$ cat config.mk
export PLATFORM = sky130hd
export DESIGN_NAME = fsbrt_queue
export DESIGN_NICKNAME = d
export VERILOG_FILES = /design/src/rtl/fsbrt_pkg.sv /design/src/rtl/fsbrt_queue.sv
export SDC_FILE = /design/constraint.sdc
export NUM_CORES = 1
export LEC_CHECK = 0
export ABC_AREA = 1
export BUFFER_PORTS_ARGS = -buffer_cell sky130_fd_sc_hd__buf_2
export CAP_MARGIN = 0
export CORE_ASPECT_RATIO = 1.25
export CORE_MARGIN = 2
export CORE_UTILIZATION = 45
export DETAILED_ROUTE_END_ITERATION = 12
export PLACE_DENSITY = 0.75
export REMOVE_ABC_BUFFERS = 1
export SETUP_SLACK_MARGIN = 0.05
export SLEW_MARGIN = 20
export SYNTH_ARGS = -nofsm -noshare
export SYNTH_HDL_FRONTEND = slang
export SYNTH_SLANG_ARGS = --single-unit
$ cat constraint.sdc
create_clock -name clk -period 8.5 [get_ports clk]
set_clock_uncertainty 0.2 [all_clocks]
set_input_delay 1.7 -clock clk [delete_from_list [all_inputs] [get_ports clk]]
set_output_delay 1.7 -clock clk [all_outputs]
set_load 0.005 [all_outputs]
$ cat src/rtl/fsbrt_pkg.sv
// ----------------------------------------------------------------------------
// fsbrt_pkg
// shared types and codes of the source block reception tracker
// ----------------------------------------------------------------------------
package fsbrt_pkg;

  localparam logic [2:0] ST_NEW       = 3'd0;
  localparam logic [2:0] ST_DUP       = 3'd1;
  localparam logic [2:0] ST_BLK_RANGE = 3'd2;
  localparam logic [2:0] ST_SYM_RANGE = 3'd3;
  localparam logic [2:0] ST_OVER      = 3'd4;

  localparam logic [1:0] CFG_TRANSFER_LENGTH  = 2'd0;
  localparam logic [1:0] CFG_SYMBOL_LENGTH    = 2'd1;
  localparam logic [1:0] CFG_MAX_BLOCK_LENGTH = 2'd2;

  localparam int LEN_W = 11;

  typedef struct packed {
    logic [31:0]      t;
    logic [15:0]      e;
    logic [31:0]      z;
    logic [31:0]      nlarge;
    logic [LEN_W-1:0] large_len;
    logic [LEN_W-1:0] small_len;
  } part_t;

  typedef struct packed {
    logic [2:0]       status;
    logic [15:0]      blk;
    logic [15:0]      flat;
    logic [LEN_W-1:0] len;
    logic [31:0]      offset;
  } item_t;

endpackage

$ cat src/rtl/fsbrt_queue.sv
// ----------------------------------------------------------------------------
// fsbrt_queue
// two-entry queue between classification and the bitmap update
// ----------------------------------------------------------------------------
module fsbrt_queue import fsbrt_pkg::*; (
  input  logic  clk,
  input  logic  rst,
  input  logic  push,
  input  item_t push_item,
  output logic  full,
  input  logic  pop,
  output logic  valid,
  output item_t head
);

  item_t      entries [2];
  logic       wptr;
  logic       rptr;
  logic [1:0] fill;

  assign full = (fill == 2'd2);
  assign valid = (fill != 2'd0);
  assign head = entries[rptr];

  always_ff @(posedge clk) begin
    if (rst) begin
      wptr <= 1'b0;
      rptr <= 1'b0;
      fill <= 2'd0;
    end else begin
      if (push) begin
        entries[wptr] <= push_item;
        wptr <= ~wptr;
      end
      if (pop) rptr <= ~rptr;
      fill <= fill + {1'b0, push} - {1'b0, pop};
    end
  end

endmodule

==> metrics.md <==
| Metric | Value |
|---|---|
| Delay of the slowest critical-path stage | 640 ps |
| Synth Instances | 275 |
| Synthesized area | just under 6000 um^2 |
| Critical path class | flip-flop to output pin |
| Hold Crit Class | flip-flop to flip-flop |
| Die X | between 100 and 150 um |
| Area Growth Syn to Fin | 27.7% |
| Reg clk slew, reported paths | 60 ps |
| Die area | around 14000 um^2 |
| Routed Antenna Nets | 0 |
| Wire per inst | 16.5 um |
| Setup TNS | 0 ps |
| Min Tclk post-route | 3820 ps |
| Chip height | 132 um |
| Top-area cell type share of the netlist area | 0.789 |
| Initial antenna violation count | 1 |
| Slew @ Worst Pin | 1050 ps |
| # DRC | 0 |
| F_max | 261 MHz |
| Num rows | 46 |
| Status | completed |
| Placer Congestion | 0.691 |
| Critical Path RT | 6600 ps |
| Buffers and inverters on the worst path | 2 |
| First-pass GRT wire length | 16.2 mm |
| CTS H-tree depth | 4 |
| Final hold violations | 0 |
| Setup crit end kind | output pin |
| Final period util | 0.450 |
| Initial core utilization | 0.465 |
| Most frequent cell after synthesis | edfxtp_1 |
| CTS tree | yes |
| DR iter-0 viols | 138 |
| CP Cell Sequence | buf_16 -> mux2_2 -> buf_2 |
| Family with the most delay on the worst path | flip-flops |
| Slowest CP cell | dfxtp_4 |
| Root buf cell | clkbuf_16 |
| Post-DP HPWL | 6.78 mm |
| Setup violators final | 0 |
| Worst-Skew Late Latency | between 400 and 500 ps |
| CTS Sinks | roughly 160 |
| Critical path data arrival time | ~1900 ps |
| Syn_area_per_cell | 21.6 um^2 |
| Worst R2R Setup Slack | 5940 ps |
| Number of port buffers | 161 |
| Critical Path Start Type | flip-flop |
| Layout cells sized above 1 | 0.583 |
| Min Hold Slack | 303 ps |
| Total setup buffers inserted after CTS | 0 |
| Layout Nets | 534 |
| MaxCap Viol Count | 0 |
| Top post-synthesis cells by area | edfxtp_1, mux2_2, mux2_4, dfxtp_1, buf_6 |
| Post-synth top cells | edfxtp_1, mux2_2, mux2_4, inv_1 |
| Largest net degree at the start of global routing | 79 |
| Final wirelength | 10.4 mm |
| Vias post-DR | ~3000 |
| Post-synthesis cell type count | 14 |
| Slew Viols, Final | 0 |
| Synth Register Bits | 161 |
| Yosys top cell by area | edfxtp_1 |
| Core area | approximately 13000 um^2 |
| Relative slew slack | 0.295 |
| Hold Buf Count CTS | 0 |
| Post-synth EDFFs | 156 |
| Lkg Pwr | roughly 2.9 nW |
| Ys Warns | 0 |
| CTS Buffer Depth | 2 |
| Seq/Total Area, Yosys | 0.806 |
| Post-synth top flop | edfxtp_1 |
| Worst-path maximum fanout | 49 |
| FFs w/ async S/R, synth | 0 |
| Pwr dens | approximately 250 nW/um^2 |
| Vias in the first global route | between 3000 and 4000 |
| CTS resizes | 0 |
| Num ports | 162 |
| Gr usage total | 0.151 |
| Grt total ovfl | 0 |
| Via density | 4.80 |
| Worst VDD drop | 176 uV |
| Unrepaired setup endpoints after global routing | no |
| CTS Buf Count | 17 |
| Drt first pass iters | 4 |
[placed cells by master (no fill, tap or decap), drive strengths merged]
| cell type | n |
|---|---|
| buf | 165 |
| edfxtp | 156 |
| mux2 | 78 |
| clkbuf | 26 |
| inv | 8 |
| nand2 | 6 |
| nor2 | 6 |
| bufinv | 5 |
| dfxtp | 5 |
| a21oi | 2 |
| ha | 2 |
| diode | 1 |
| nor3 | 1 |
| xnor2 | 1 |
| nand3 | 1 |
| clkinvlp | 1 |
[worst paths after layout]
check                         start                        to  cells after the start
hold reg to reg   wptr$_SDFFE_PP0P_         wptr$_SDFFE_PP0P_                      2
hold / removal    wptr$_SDFFE_PP0P_         wptr$_SDFFE_PP0P_                      2
setup / recovery          flip-flop                  head[28]                      3
setup reg to reg  wptr$_SDFFE_PP0P_  entries[0][40]$_DFFE_PP_                      4
[sequential cells by signal (all words and copies together) (netlist names), named ones only]
register,cells
wptr,1
fill,2
rptr,1
entries,156
[per-layer routing]
| metal | GRT usage | share of wire | up-vias |
|---|---|---|---|
| li1 | - | - | 1425 |
| met1 | 0.159 | 0.38 | 1492 |
| met2 | 0.275 | 0.55 | 102 |
| met3 | 0.0552 | 0.060 | 12 |
| met4 | 0.0541 | 0.013 | 0 |
| met5 | 0 | 0 | - |
[where the power goes]
group,switching [mW],internal [mW]
combinational,0.0656,0.0802
clock,0.275,0.530
sequential,0.0127,0.902
[per-stage QoR]
step / cell area (um^2) / util / cells / power [mW] / worst slack [ps]
after detailed placement: 6920 / 0.542 / 598 / 1.08 / 4470
after global routing: 7580 / 0.593 / 631 / 1.93 / 4560
after CTS: 7550 / 0.591 / 630 / 1.89 / 4430
final: 7580 / 0.593 / 632 / 1.87 / 4680
after global placement: 6920 / 0.542 / 598 / 1.07 / 4520
after floorplan: 5870 / - / 266 / 1.01 / 569
[kinds of logic after synthesis]
logic type               after synthesis  synth area share
AO/OA/AOI/OAI                          2           0.00169
XOR/XNOR                               1           0.00148
adder cells (fa/ha/maj)                2           0.00421
buffers and inverters                 17            0.0169
flip-flops                           161             0.806
multiplexers                          78             0.161
AND/OR/NAND/NOR                       14           0.00927
[worst min-delay path: stages, from the launching register on]
cell     delay, ps
dfxtp_1        320
nand2_1         70
a21oi_1         70
[layout make-up]
class | instances | area (um^2)
fillers | 993 | 5200
clock inverters | 6 | 158
repair buffers | 165 | 856
multi-input cells | 97 | 1060
diodes | 1 | 2.50
clock buffers | 26 | 469
flip-flops and latches | 161 | 4790
well taps | 168 | 210
inverters | 8 | 30.0
No activity file was read; power rests on OpenSTA's default activity.
