$ cat config.mk
export PLATFORM = sky130hd
export DESIGN_NAME = fsbrt_front
export DESIGN_NICKNAME = d
export VERILOG_FILES = /design/src/rtl/fsbrt_pkg.sv /design/src/rtl/fsbrt_front.sv
export SDC_FILE = /design/constraint.sdc
export NUM_CORES = 1
export LEC_CHECK = 0
export BUFFER_PORTS_ARGS = -buffer_cell sky130_fd_sc_hd__buf_2
export CAP_MARGIN = 0
export CORE_UTILIZATION = 50
export CTS_BUF_LIST = sky130_fd_sc_hd__clkbuf_4 sky130_fd_sc_hd__clkbuf_8
export CTS_CLUSTER_DIAMETER = 80
export DETAILED_ROUTE_END_ITERATION = 7
export PLACE_DENSITY = 0.7
export SLEW_MARGIN = 30
export SYNTH_ARGS = -nofsm -noshare
export SYNTH_HDL_FRONTEND = slang
export SYNTH_SLANG_ARGS = --single-unit
$ cat constraint.sdc
create_clock -name clk -period 14.3 [get_ports clk]
set_input_delay 4.29 -clock clk [delete_from_list [all_inputs] [get_ports clk]]
set_output_delay 4.29 -clock clk [all_outputs]
set_load 0.005 [all_outputs]
$ cat src/rtl/fsbrt_pkg.sv
// ----------------------------------------------------------------------------
// fsbrt_pkg
// shared types and codes of the source block reception tracker
// ----------------------------------------------------------------------------
package fsbrt_pkg;

  localparam logic [2:0] ST_NEW       = 3'd0;
  localparam logic [2:0] ST_DUP       = 3'd1;
  localparam logic [2:0] ST_BLK_RANGE = 3'd2;
  localparam logic [2:0] ST_SYM_RANGE = 3'd3;
  localparam logic [2:0] ST_OVER      = 3'd4;

  localparam logic [1:0] CFG_TRANSFER_LENGTH  = 2'd0;
  localparam logic [1:0] CFG_SYMBOL_LENGTH    = 2'd1;
  localparam logic [1:0] CFG_MAX_BLOCK_LENGTH = 2'd2;

  localparam int LEN_W = 11;

  typedef struct packed {
    logic [31:0]      t;
    logic [15:0]      e;
    logic [31:0]      z;
    logic [31:0]      nlarge;
    logic [LEN_W-1:0] large_len;
    logic [LEN_W-1:0] small_len;
  } part_t;

  typedef struct packed {
    logic [2:0]       status;
    logic [15:0]      blk;
    logic [15:0]      flat;
    logic [LEN_W-1:0] len;
    logic [31:0]      offset;
  } item_t;

endpackage

$ cat src/rtl/fsbrt_front.sv
// ----------------------------------------------------------------------------
// fsbrt_front
// classifies an arriving symbol against the partition and finds its offset
// ----------------------------------------------------------------------------
module fsbrt_front import fsbrt_pkg::*; #(
  parameter int MAX_SYMBOLS = 4096,
  parameter int MAX_BLOCKS  = 256
) (
  input  logic        clk,
  input  logic        rst,
  input  part_t       part,
  input  logic        in_valid,
  input  logic        in_open,
  input  logic [15:0] block_number,
  input  logic [15:0] encoding_symbol_id,
  output logic        idle,
  output logic        push,
  output item_t       item,
  input  logic        q_full
);

  localparam logic [2:0] F_IDLE = 3'd0;
  localparam logic [2:0] F_MUL  = 3'd1;
  localparam logic [2:0] F_ADD  = 3'd2;
  localparam logic [2:0] F_OFF  = 3'd3;
  localparam logic [2:0] F_PUSH = 3'd4;

  logic [2:0]       fst;
  logic [15:0]      b;
  logic [15:0]      id;
  logic [26:0]      prod;
  logic [15:0]      minb;
  logic [LEN_W-1:0] len;
  logic             inrange;
  logic             islarge;
  logic [28:0]      flat;
  logic [2:0]       st;
  logic [15:0]      flatr;

  assign idle = (fst == F_IDLE);
  assign push = (fst == F_PUSH) && !q_full;
  assign islarge = {16'b0, b} < part.nlarge;
  assign flat = {2'b0, prod} + {13'b0, minb} + {13'b0, id};

  always_ff @(posedge clk) begin
    if (rst) begin
      fst <= F_IDLE;
    end else begin
      case (fst)
        F_IDLE: begin
          if (in_valid && in_open) begin
            b <= block_number;
            id <= encoding_symbol_id;
            fst <= F_MUL;
          end
        end
        F_MUL: begin
          prod <= 27'(b) * 27'(part.small_len);
          minb <= islarge ? b : part.nlarge[15:0];
          len <= islarge ? part.large_len : part.small_len;
          inrange <= {16'b0, b} < part.z;
          fst <= F_ADD;
        end
        F_ADD: begin
          if (!inrange) st <= ST_BLK_RANGE;
          else if (id >= {5'b0, len}) st <= ST_SYM_RANGE;
          else if (flat >= 29'(MAX_SYMBOLS) || {1'b0, b} >= 17'(MAX_BLOCKS)) st <= ST_OVER;
          else st <= ST_NEW;
          flatr <= flat[15:0];
          fst <= F_OFF;
        end
        F_OFF: begin
          item.status <= st;
          item.blk <= b;
          item.flat <= flatr;
          item.len <= len;
          item.offset <= 32'(flatr) * 32'(part.e);
          fst <= F_PUSH;
        end
        F_PUSH: begin
          if (!q_full) fst <= F_IDLE;
        end
        default: fst <= F_IDLE;
      endcase
    end
  end

endmodule

==> run_results.csv <==
group,metric,value,unit
run_status,outcome,"finished, final reports clean",
cts,cts_buffer_depth,2,
floorplan,die_area,45100,sq um
critical_path,critical_path_arrival,11.17,ns
critical_path,crit_type,"in -> reg",
sta,post-route-min-period,10.82,ns
final_layout,area_growth,9.29,%
drt,wirelength,50.7,mm
final_layout,final_core_util,55.7,%
sta,finalCritPeriodShare,75.7,%
global_route,antenna_found_initial,0,
global_route,globalRouteTotalUtil,24.2,%
final_layout,design_area,24200,sq um
sta,timing.hold.ws,0.436,ns
synthesis,synth_cells,2120,
cts,ctsResizeCount,0,
floorplan,num_io_pins,251,
floorplan,die_y,212,um
global_route,grtUsageMet1,29.5,%
synthesis,synthFlopType,"edfxtp_1",
sta,setup_slack,3.48,ns
sta,final-hold-violation-count,0,
place,io_buffers,218,
place,hpwl,39.4,mm
floorplan,initial_core_util,51.0,%
cts,cts.clk_slew.worst_paths,0.12,ns
drt,wl_per_cell,17.5,um
cts,cts_root_buf,"clkbuf_8",
critical_path,start_kind,"input port",
place,finalWeightedCongestion,0.868,
floorplan,rows,76,
cts,ctsHoldBuffers,0,
global_route,grt_use_met3,4.39,%
drt,drc,0,
global_route,busiest_layer,"met2",
global_route,grt_pass1_wl,83.5,mm
cts,clk_latency,0.58,ns
drt,vias,15382,
sta,worstMarginPinSlew,0.908,ns
sta,drv_slew,0,
drt,firstDrtPassIters,5,
synthesis,netlist_area,22100,sq um
critical_path,critical_path.max_fanout,16,
place,dpl_cell_area,23700,sq um
sta,slew_headroom,39.5,%
final_layout,final_layout_size_suffix_gt1_share,12.8,%
sta,fin_worst_skew,0.0245,ns
synthesis,synth_edf_count,184,
global_route,grt_start_max_net_pins,70,
sta,setup_viol,0,
cts,cts_setup_buffers,0,
cts,cts.sinks,187,
cts,h-tree-depth,4,
synthesis,synth.distinct_cells,62,
pwr,powerDensity,173,nW/um^2
run,cap_violations,0,
synthesis,ys_ff_latch,187,
synthesis,avgSynthCellArea,10.4,sq um
critical_path,r2r_setup_slack,6.53,ns
global_route,grtUsageMet2,43.2,%
floorplan,die_x,212,um
drt,drt-initial-drc-count,965,
global_route,grt_overflow,0,
critical_path,required,14.64,ns
synthesis,synthArstFlopShare,0,%
pwr,ir_worst_vdd,0.000230,V
sta,fmax,92.4,MHz
floorplan,core_area,43400,sq um
drt,ant_nets,0,
sta,final.setup.tns,0,ns
synthesis,syn_nets,2853,
pwr,p_leak,11.4,nW
place,place_ws,2.82,ns
cts,cts_buffers,17,
synthesis,yosysWarnings,0,
final_layout,nFillCells,3809,
final_layout,finalNetCount,3026,
drt,vias_per_cell,5.32,
sta,rsz0062_at_grt,"no",
min_path,hp-class,"reg -> reg",
synthesis,seq_area_frac_synth,25.3,%
critical_path,worst_setup_path_end_kind,"register",
global_route,grt_pass1_vias,16724,
cts,cts_tree,"yes",
-- power by group --
part	switching (mW)	internal, mW
Sequential	0.0371	0.799
Combinational	1.68	1.29
Clock	0.243	0.136
Total	1.96	2.23
-- stage by stage --
step,total power [mW],cells
after floorplan,3.15,2120
after global placement,3.78,2859
after detailed placement,3.85,2859
after CTS,4.26,2891
after global routing,4.67,2891
final,4.19,2892
-- per-layer routing --
layer	vias to the layer above	part of all wire, %
li1	7073	-
met1	7777	41
met2	454	51
met3	78	5.7
met4	0	2.2
met5	-	0
-- synth_stat cells (all sizes together) (8+ instances only) --
library cell	n	share of area (%)
nand2	274	4.7
nor3	14	0.32
mux2	28	1.4
fa	336	30
a31oi	10	0.28
ha	226	13
a21oi	58	1.4
nand2b	18	0.51
o21bai	9	0.31
xor2	11	0.44
o21a	10	0.34
and2	189	5.3
a211oi	8	0.29
nor2	35	0.59
inv	415	7.0
a21o	28	0.95
xnor2	52	2.1
nand3	14	0.32
edfxtp	184	25
o21ai	37	0.84
clkbuf	66	1.1
nor2b	15	0.46
nor4	11	0.34
-- critical path: stages --
cell       delay (ns)
buf_2            0.22
and2_1           0.23
fa_1             0.55
inv_1            0.06
fa_1             0.53
inv_1            0.05
fa_1             0.52
fa_1             0.45
fa_1             0.54
inv_1            0.05
fa_1             0.55
inv_1            0.05
ha_1             0.36
a21o_1           0.18
a21o_1           0.19
a2111oi_0        0.39
nor3_1           0.11
a31oi_1          0.58
nor3_1           0.13
o21ai_0          0.25
a21boi_0         0.15
o21a_1           0.21
a311o_1          0.36
xor2_1           0.15
-- placed cells by master (no fill, tap or decap), types with 14 or more instances in the layout --
cell	count
xnor2_1	52
o21ai_0	36
a21o_1	28
fa_1	336
inv_1	415
nor2_1	35
nand3_1	14
edfxtp_1	184
nand2b_1	18
and2_1	189
nand2_1	274
buf_2	218
clkbuf_8	17
a21oi_1	55
nor3_1	14
mux2_2	28
nor2b_1	14
ha_1	226
-- cell type report --
type	instances	area, sq um	area share, %
flip-flops and latches	187	5590	23.1
clock inverters	15	189	0.782
inverters	415	1560	6.44
clock buffers	17	234	0.968
well taps	585	732	3.03
diodes	1	2.50	0.0104
repair buffers	222	1120	4.65
multi-input cells	1450	14700	61.0
-- path summary, 6_finish.rpt --
check | start | endpoint | depth (start not counted)
setup / recovery | part[92] | item[30]$_DFFE_PP_ | 24
hold / removal | st[2]$_SDFFCE_PP0P_ | item[77]$_DFFE_PP_ | 0
setup reg to reg | flatr[5]$_DFFE_PP_ | item[30]$_DFFE_PP_ | 24
hold reg to reg | st[2]$_SDFFCE_PP0P_ | item[77]$_DFFE_PP_ | 0
-- state kept, by name, indices dropped and copies added (netlist names), 3 cells and up --
signal	flops
b	16
flatr	16
fst	3
id	16
item	78
len	11
minb	16
prod	27
st	3
-- kinds of logic (layout without fill, tap and decap cells) --
logic type,Yosys count,count (layout),share of synthesized area (%)
buffers and inverters,483,669,8.20
XOR/XNOR,63,63,2.49
other,0,1,0
AND/OR/NAND/NOR,592,592,13.2
adder cells (fa/ha/maj),562,562,43.2
AO/OA/AOI/OAI,204,204,6.13
multiplexers,29,29,1.47
flip-flops,187,187,25.3
(Power assumes the default switching activity.)
