**config.mk**
```make
export PLATFORM = sky130hd
export DESIGN_NAME = fsbrt_part
export DESIGN_NICKNAME = d
export VERILOG_FILES = /design/src/rtl/fsbrt_pkg.sv /design/src/rtl/fsbrt_part.sv
export SDC_FILE = /design/constraint.sdc
export NUM_CORES = 1
export LEC_CHECK = 0
export BUFFER_PORTS_ARGS = -buffer_cell sky130_fd_sc_hd__buf_2
export CAP_MARGIN = 25
export CELL_PAD_IN_SITES_DETAIL_PLACEMENT = 0
export CELL_PAD_IN_SITES_GLOBAL_PLACEMENT = 2
export CORE_MARGIN = 2
export CORE_UTILIZATION = 35
export CTS_CLUSTER_DIAMETER = 40
export DETAILED_ROUTE_END_ITERATION = 16
export PLACE_DENSITY = 0.76
export SLEW_MARGIN = 40
export SYNTH_ARGS = -nofsm -noshare
export SYNTH_HDL_FRONTEND = slang
export SYNTH_SLANG_ARGS = --single-unit
```
**constraint.sdc**
```tcl
create_clock -name clk -period 10.9 [get_ports clk]
set_clock_uncertainty 0.1 [all_clocks]
set_input_delay 1.635 -clock clk [delete_from_list [all_inputs] [get_ports clk]]
set_output_delay 1.635 -clock clk [all_outputs]
set_load 0.02 [all_outputs]
```
**src/rtl/fsbrt_pkg.sv**
```systemverilog
// ----------------------------------------------------------------------------
// fsbrt_pkg
// shared types and codes of the source block reception tracker
// ----------------------------------------------------------------------------
package fsbrt_pkg;

  localparam logic [2:0] ST_NEW       = 3'd0;
  localparam logic [2:0] ST_DUP       = 3'd1;
  localparam logic [2:0] ST_BLK_RANGE = 3'd2;
  localparam logic [2:0] ST_SYM_RANGE = 3'd3;
  localparam logic [2:0] ST_OVER      = 3'd4;

  localparam logic [1:0] CFG_TRANSFER_LENGTH  = 2'd0;
  localparam logic [1:0] CFG_SYMBOL_LENGTH    = 2'd1;
  localparam logic [1:0] CFG_MAX_BLOCK_LENGTH = 2'd2;

  localparam int LEN_W = 11;

  typedef struct packed {
    logic [31:0]      t;
    logic [15:0]      e;
    logic [31:0]      z;
    logic [31:0]      nlarge;
    logic [LEN_W-1:0] large_len;
    logic [LEN_W-1:0] small_len;
  } part_t;

  typedef struct packed {
    logic [2:0]       status;
    logic [15:0]      blk;
    logic [15:0]      flat;
    logic [LEN_W-1:0] len;
    logic [31:0]      offset;
  } item_t;

endpackage

```
**src/rtl/fsbrt_part.sv**
```systemverilog
// ----------------------------------------------------------------------------
// fsbrt_part
// configuration registers and partition solver on a shared serial divider
// ----------------------------------------------------------------------------
module fsbrt_part import fsbrt_pkg::*; #(
  parameter int MAX_BLOCK_LEN = 1024
) (
  input  logic        clk,
  input  logic        rst,
  input  logic        cfg_wr,
  input  logic [1:0]  cfg_index,
  input  logic [31:0] cfg_data,
  output logic        cfg_restart,
  output logic        ready,
  output part_t       part
);

  localparam logic [2:0] P_INIT = 3'd0;
  localparam logic [2:0] P_N    = 3'd1;
  localparam logic [2:0] P_Z    = 3'd2;
  localparam logic [2:0] P_L    = 3'd3;
  localparam logic [2:0] P_DONE = 3'd4;

  logic [31:0]      t;
  logic [15:0]      e;
  logic [10:0]      mbl;
  logic [10:0]      blsat;
  logic [2:0]       pst;
  logic [31:0]      dvd;
  logic [31:0]      dvs;
  logic [31:0]      rem;
  logic [4:0]       cnt;
  logic [31:0]      n;
  logic [32:0]      rem_sh;
  logic [32:0]      diff;
  logic             qbit;
  logic [31:0]      rnext;
  logic [31:0]      qfin;
  logic [31:0]      qceil;
  logic [31:0]      z;
  logic [31:0]      nlarge;
  logic [LEN_W-1:0] large_len;
  logic [LEN_W-1:0] small_len;

  assign blsat = ({6'b0, mbl} > 17'(MAX_BLOCK_LEN)) ? 11'(MAX_BLOCK_LEN) : mbl;
  assign rem_sh = {rem, dvd[31]};
  assign diff = rem_sh - {1'b0, dvs};
  assign qbit = !diff[32];
  assign rnext = qbit ? diff[31:0] : rem_sh[31:0];
  assign qfin = {dvd[30:0], qbit};
  assign qceil = qfin + {31'b0, (rnext != 32'd0)};
  assign cfg_restart = cfg_wr && (cfg_index == CFG_TRANSFER_LENGTH ||
                       cfg_index == CFG_SYMBOL_LENGTH || cfg_index == CFG_MAX_BLOCK_LENGTH);
  assign ready = (pst == P_DONE);
  assign part.t = t;
  assign part.e = e;
  assign part.z = z;
  assign part.nlarge = nlarge;
  assign part.large_len = large_len;
  assign part.small_len = small_len;

  always_ff @(posedge clk) begin
    if (rst) begin
      t <= 32'd0;
      e <= 16'd1024;
      mbl <= 11'd64;
      pst <= P_INIT;
    end else if (cfg_wr) begin
      case (cfg_index)
        CFG_TRANSFER_LENGTH: t <= cfg_data;
        CFG_SYMBOL_LENGTH: e <= cfg_data[15:0];
        CFG_MAX_BLOCK_LENGTH: mbl <= cfg_data[10:0];
        default: ;
      endcase
      if (cfg_restart) pst <= P_INIT;
    end else begin
      case (pst)
        P_INIT: begin
          if (e == 16'd0 || blsat == 11'd0) begin
            z <= 32'd0;
            nlarge <= 32'd0;
            large_len <= '0;
            small_len <= '0;
            pst <= P_DONE;
          end else begin
            dvd <= t;
            dvs <= {16'b0, e};
            rem <= 32'd0;
            cnt <= 5'd0;
            pst <= P_N;
          end
        end
        P_N, P_Z, P_L: begin
          if (cnt == 5'd31) begin
            rem <= 32'd0;
            cnt <= 5'd0;
            case (pst)
              P_N: begin
                n <= qceil;
                if (qceil == 32'd0) begin
                  z <= 32'd0;
                  nlarge <= 32'd0;
                  large_len <= '0;
                  small_len <= '0;
                  pst <= P_DONE;
                end else begin
                  dvd <= qceil;
                  dvs <= {21'b0, blsat};
                  pst <= P_Z;
                end
              end
              P_Z: begin
                z <= qceil;
                dvd <= n;
                dvs <= qceil;
                pst <= P_L;
              end
              default: begin
                small_len <= qfin[LEN_W-1:0];
                large_len <= qceil[LEN_W-1:0];
                nlarge <= rnext;
                pst <= P_DONE;
              end
            endcase
          end else begin
            dvd <= qfin;
            rem <= rnext;
            cnt <= cnt + 5'd1;
          end
        end
        default: ;
      endcase
    end
  end

endmodule

```
==> results.cfg <==
[synth]
yosys.area.top_type = edfxtp_1
postSynthAreaPerCell_um2 = 9.96
synth_cell_types = 87
synth_seq_cells = 281
synth_top_cells_by_area = edfxtp_1 45%, dfxtp_1 8.5%, nand2_1 5.3%
seq_area_frac_synth_pct = 53.3
async_flop_share_pct = 0
synth_most_common_cell = edfxtp_1
yosysTopAreaCellShare_pct = 44.8
syn_nets = 1548
synth-edff-count = 219
ys.flop_type = edfxtp_1
synth_cells = 1474
ys_warn_count = 0
synth_commonest_cells = 219 x edfxtp_1, 208 x nand2_1, 159 x nor2_1
synth_area_um2 = 14700

[placement]
io_buffers = 172
dp_cells = 2113
place_congestion = 0.881
dpl.hpwl_um = 33100

[final_layout]
fillers = 4134
final_util_pct = 42.0
nets = 1693
drive_gt1_share_pct = 18.3
diodes = 0
final_cells = 2192
syn2layout_area_growth_pct = 19.1
final-seq-area_um2 = 7820
multiInputGateArea_um2 = 6280

[floorplan]
fp.dieW_um = 209
core_area_um2 = 41700
die_h_um = 209
dieArea_um2 = 43600
boundaryPins = 173
rows = 75
initial_core_util_pct = 35.2

[global_route]
grt_pass1_wl_um = 69000
gr-total-overflow = 0
antenna_found_initial = 1
grt_max_degree = 82
track_usage_pct = 20.6
grt_pass1_vias = 11500

[timing]
tns_ps = 0
hold_viol = 0
fmax_mhz = 114
maxSlewViolCount = 0
rsz0062_at_grt = false
maxSlewHeadroom_pct = 45.5
whs_ps = 372
post-route-min-period_ps = 8750
fin_crit_sh_pct = 80.3
tightest_slew_ps = 810
setup_viol = 0

[drt]
drt-total-wl_um = 45000
viasPerCell = 5.29
ant_nets = 0
routed_wire_length_per_instance_um = 20.5
wl_met1_um = 20500
top_layer = met4
wl_met2_um = 21300
drt-initial-drc-count = 889
via_count = 11600
drc_errors = 0
dr_wl_met3_um = 2450
first_pass_iters = 5

[pwr]
power_leakage_nw = 6.76
power.total_w = 0.00312
seqPwrFrac_pct = 40.5
pwr-share-clk_pct = 43.2
p_switching_w = 0.000917
cellPowerDensity_nw_per_um2 = 178
p_int_w = 0.00220
swShare_pct = 29.4
comb_power_share_pct = 16.4
vdd_drop_max_mv = 0.104

[critical_path]
cp.arrival_ps = 8850
cp_slowest_cell = nor4_1
crit_fanout = 40
worstPathRequired_ps = 11000
cp-start-kind = register
critPathTopFamily = simple AND/OR/NAND/NOR gates
path_class = reg -> reg
path_common_cell = ha_1
crit_buf_inv = 4
slowest_delay_ps = 730
setup.worst_path.end_class = register

[clocking]
postCtsHoldBufs = 0
ctsLongestPathBuffers = 3
cts.sinks = 281
postCtsSetupBuffers = 0
ctsResizeCount = 0
cts-htree-levels = 2
cts_tree = done
clk_pin_slew_ps = 60
cts_buffers = 43
cts-root-buf = clkbuf_16
clk_latency_ps = 560

[run]
maxCapViolCount = 0

[outcome]
status = finished, final reports clean

[min_path]
hp-class = reg -> reg
[layer usage]
layer | global-route usage (%) | up-vias
met5 | 0 | -
met4 | 4.93 | 0
met3 | 3.67 | 53
met2 | 33.9 | 350
met1 | 28.1 | 5606
li1 | - | 5594
[cells by family (layout without fill, tap and decap cells)]
family,Yosys count,in the layout,share of synthesized area [%]
adders and majority gates,37,37,3.21
buffers and inverters,169,348,4.54
AOI/OAI and AO/OA,314,314,13.6
and+or+nand+nor,568,568,18.6
xor gates and xnor gates,48,48,2.86
DFF,281,281,53.3
muxes,57,57,3.97
[flip-flops by register name, summed over array words and instances, names as in the netlist]
register	cells
pst	3
mbl	11
z	32
t	32
large_len	11
nlarge	32
dvs	32
rem	32
e	16
n	32
small_len	11
dvd	32
cnt	5
[stage by stage]
step           instance area (um^2)  setup slack (ps)
5_1_grt                       17500              1500
6_report                      17500              2150
2_1_floorplan                 14700              2260
4_1_cts                       17500              2090
3_3_place_gp                  16000              2370
3_5_place_dp                  16100              2130
[worst reg2reg max path: stages, from the launching register on]
cell and delay, ps:
edfxtp_1 390, inv_1 60, ha_1 230, fa_1 420, and2b_1 260, o31ai_2 120, a2111oi_4 410, nor3_2 140
a21o_2 280, a311oi_4 690, buf_4 560, nor4_1 110, a31o_2 230, nand4_1 80, ha_1 230, ha_1 330
inv_1 130, nor4_1 730, nand3_1 170, xor2_1 280, nand2_1 70, or4_1 470, or4_4 560, nand2b_2 170
a31o_2 620, buf_4 520
[worst paths after layout]
kind / startpoint / end / slack [ps] / cells past startpoint
setup / recovery: dvd[31] / nlarge[22] / 2150 / 25
hold / removal: t[10] / t[10] / 370 / 2
setup reg to reg: dvd[31] / nlarge[22] / 2150 / 25
hold reg to reg: t[10] / t[10] / 370 / 2
[placed cells by master, fill, tap and decap left out, types with 9 or more instances in the layout]
cell / Yosys / layout
a21o_1: 10 / 10
a211oi_1: 16 / 15
nand3_1: 27 / 27
ha_1: 36 / 36
buf_2: 10 / 172
mux2_2: 9 / 9
a21oi_1: 93 / 92
inv_1: 80 / 80
o21ai_0: 85 / 84
mux2i_1: 47 / 47
and3_1: 16 / 16
buf_4: 3 / 13
xor2_1: 27 / 27
nor2b_1: 16 / 15
xnor2_1: 21 / 21
edfxtp_1: 219 / 219
nor4_1: 17 / 15
and2_1: 23 / 23
nand4_1: 19 / 19
clkbuf_16: 0 / 45
nor3_1: 20 / 20
a31oi_1: 14 / 14
nor2_1: 159 / 158
nand2_1: 208 / 208
o21a_1: 9 / 9
dfxtp_1: 62 / 62
[power by group through the flow]
stage	Clock (W)	Sequential (W)	Combinational [W]
final	0.00134	0.00126	0.000510
after global routing	0.00141	0.00127	0.000561
after CTS	0.00137	0.00126	0.000510
after detailed placement	0	0.00128	0.000507
after global placement	0	0.00128	0.000508
after floorplan	0	0.00128	0.000347
[layout make-up]
type                            instances  share of cell area [%]
Sequential cell                       281                    44.7
Multi-Input combinational cell       1024                    35.9
Clock buffer                           49                    6.53
Timing Repair Buffer                  187                    5.65
Tap cell                              539                    3.86
Inverter                               82                    1.76
Clock inverter                         30                    1.55
(Power assumes the default switching activity.)
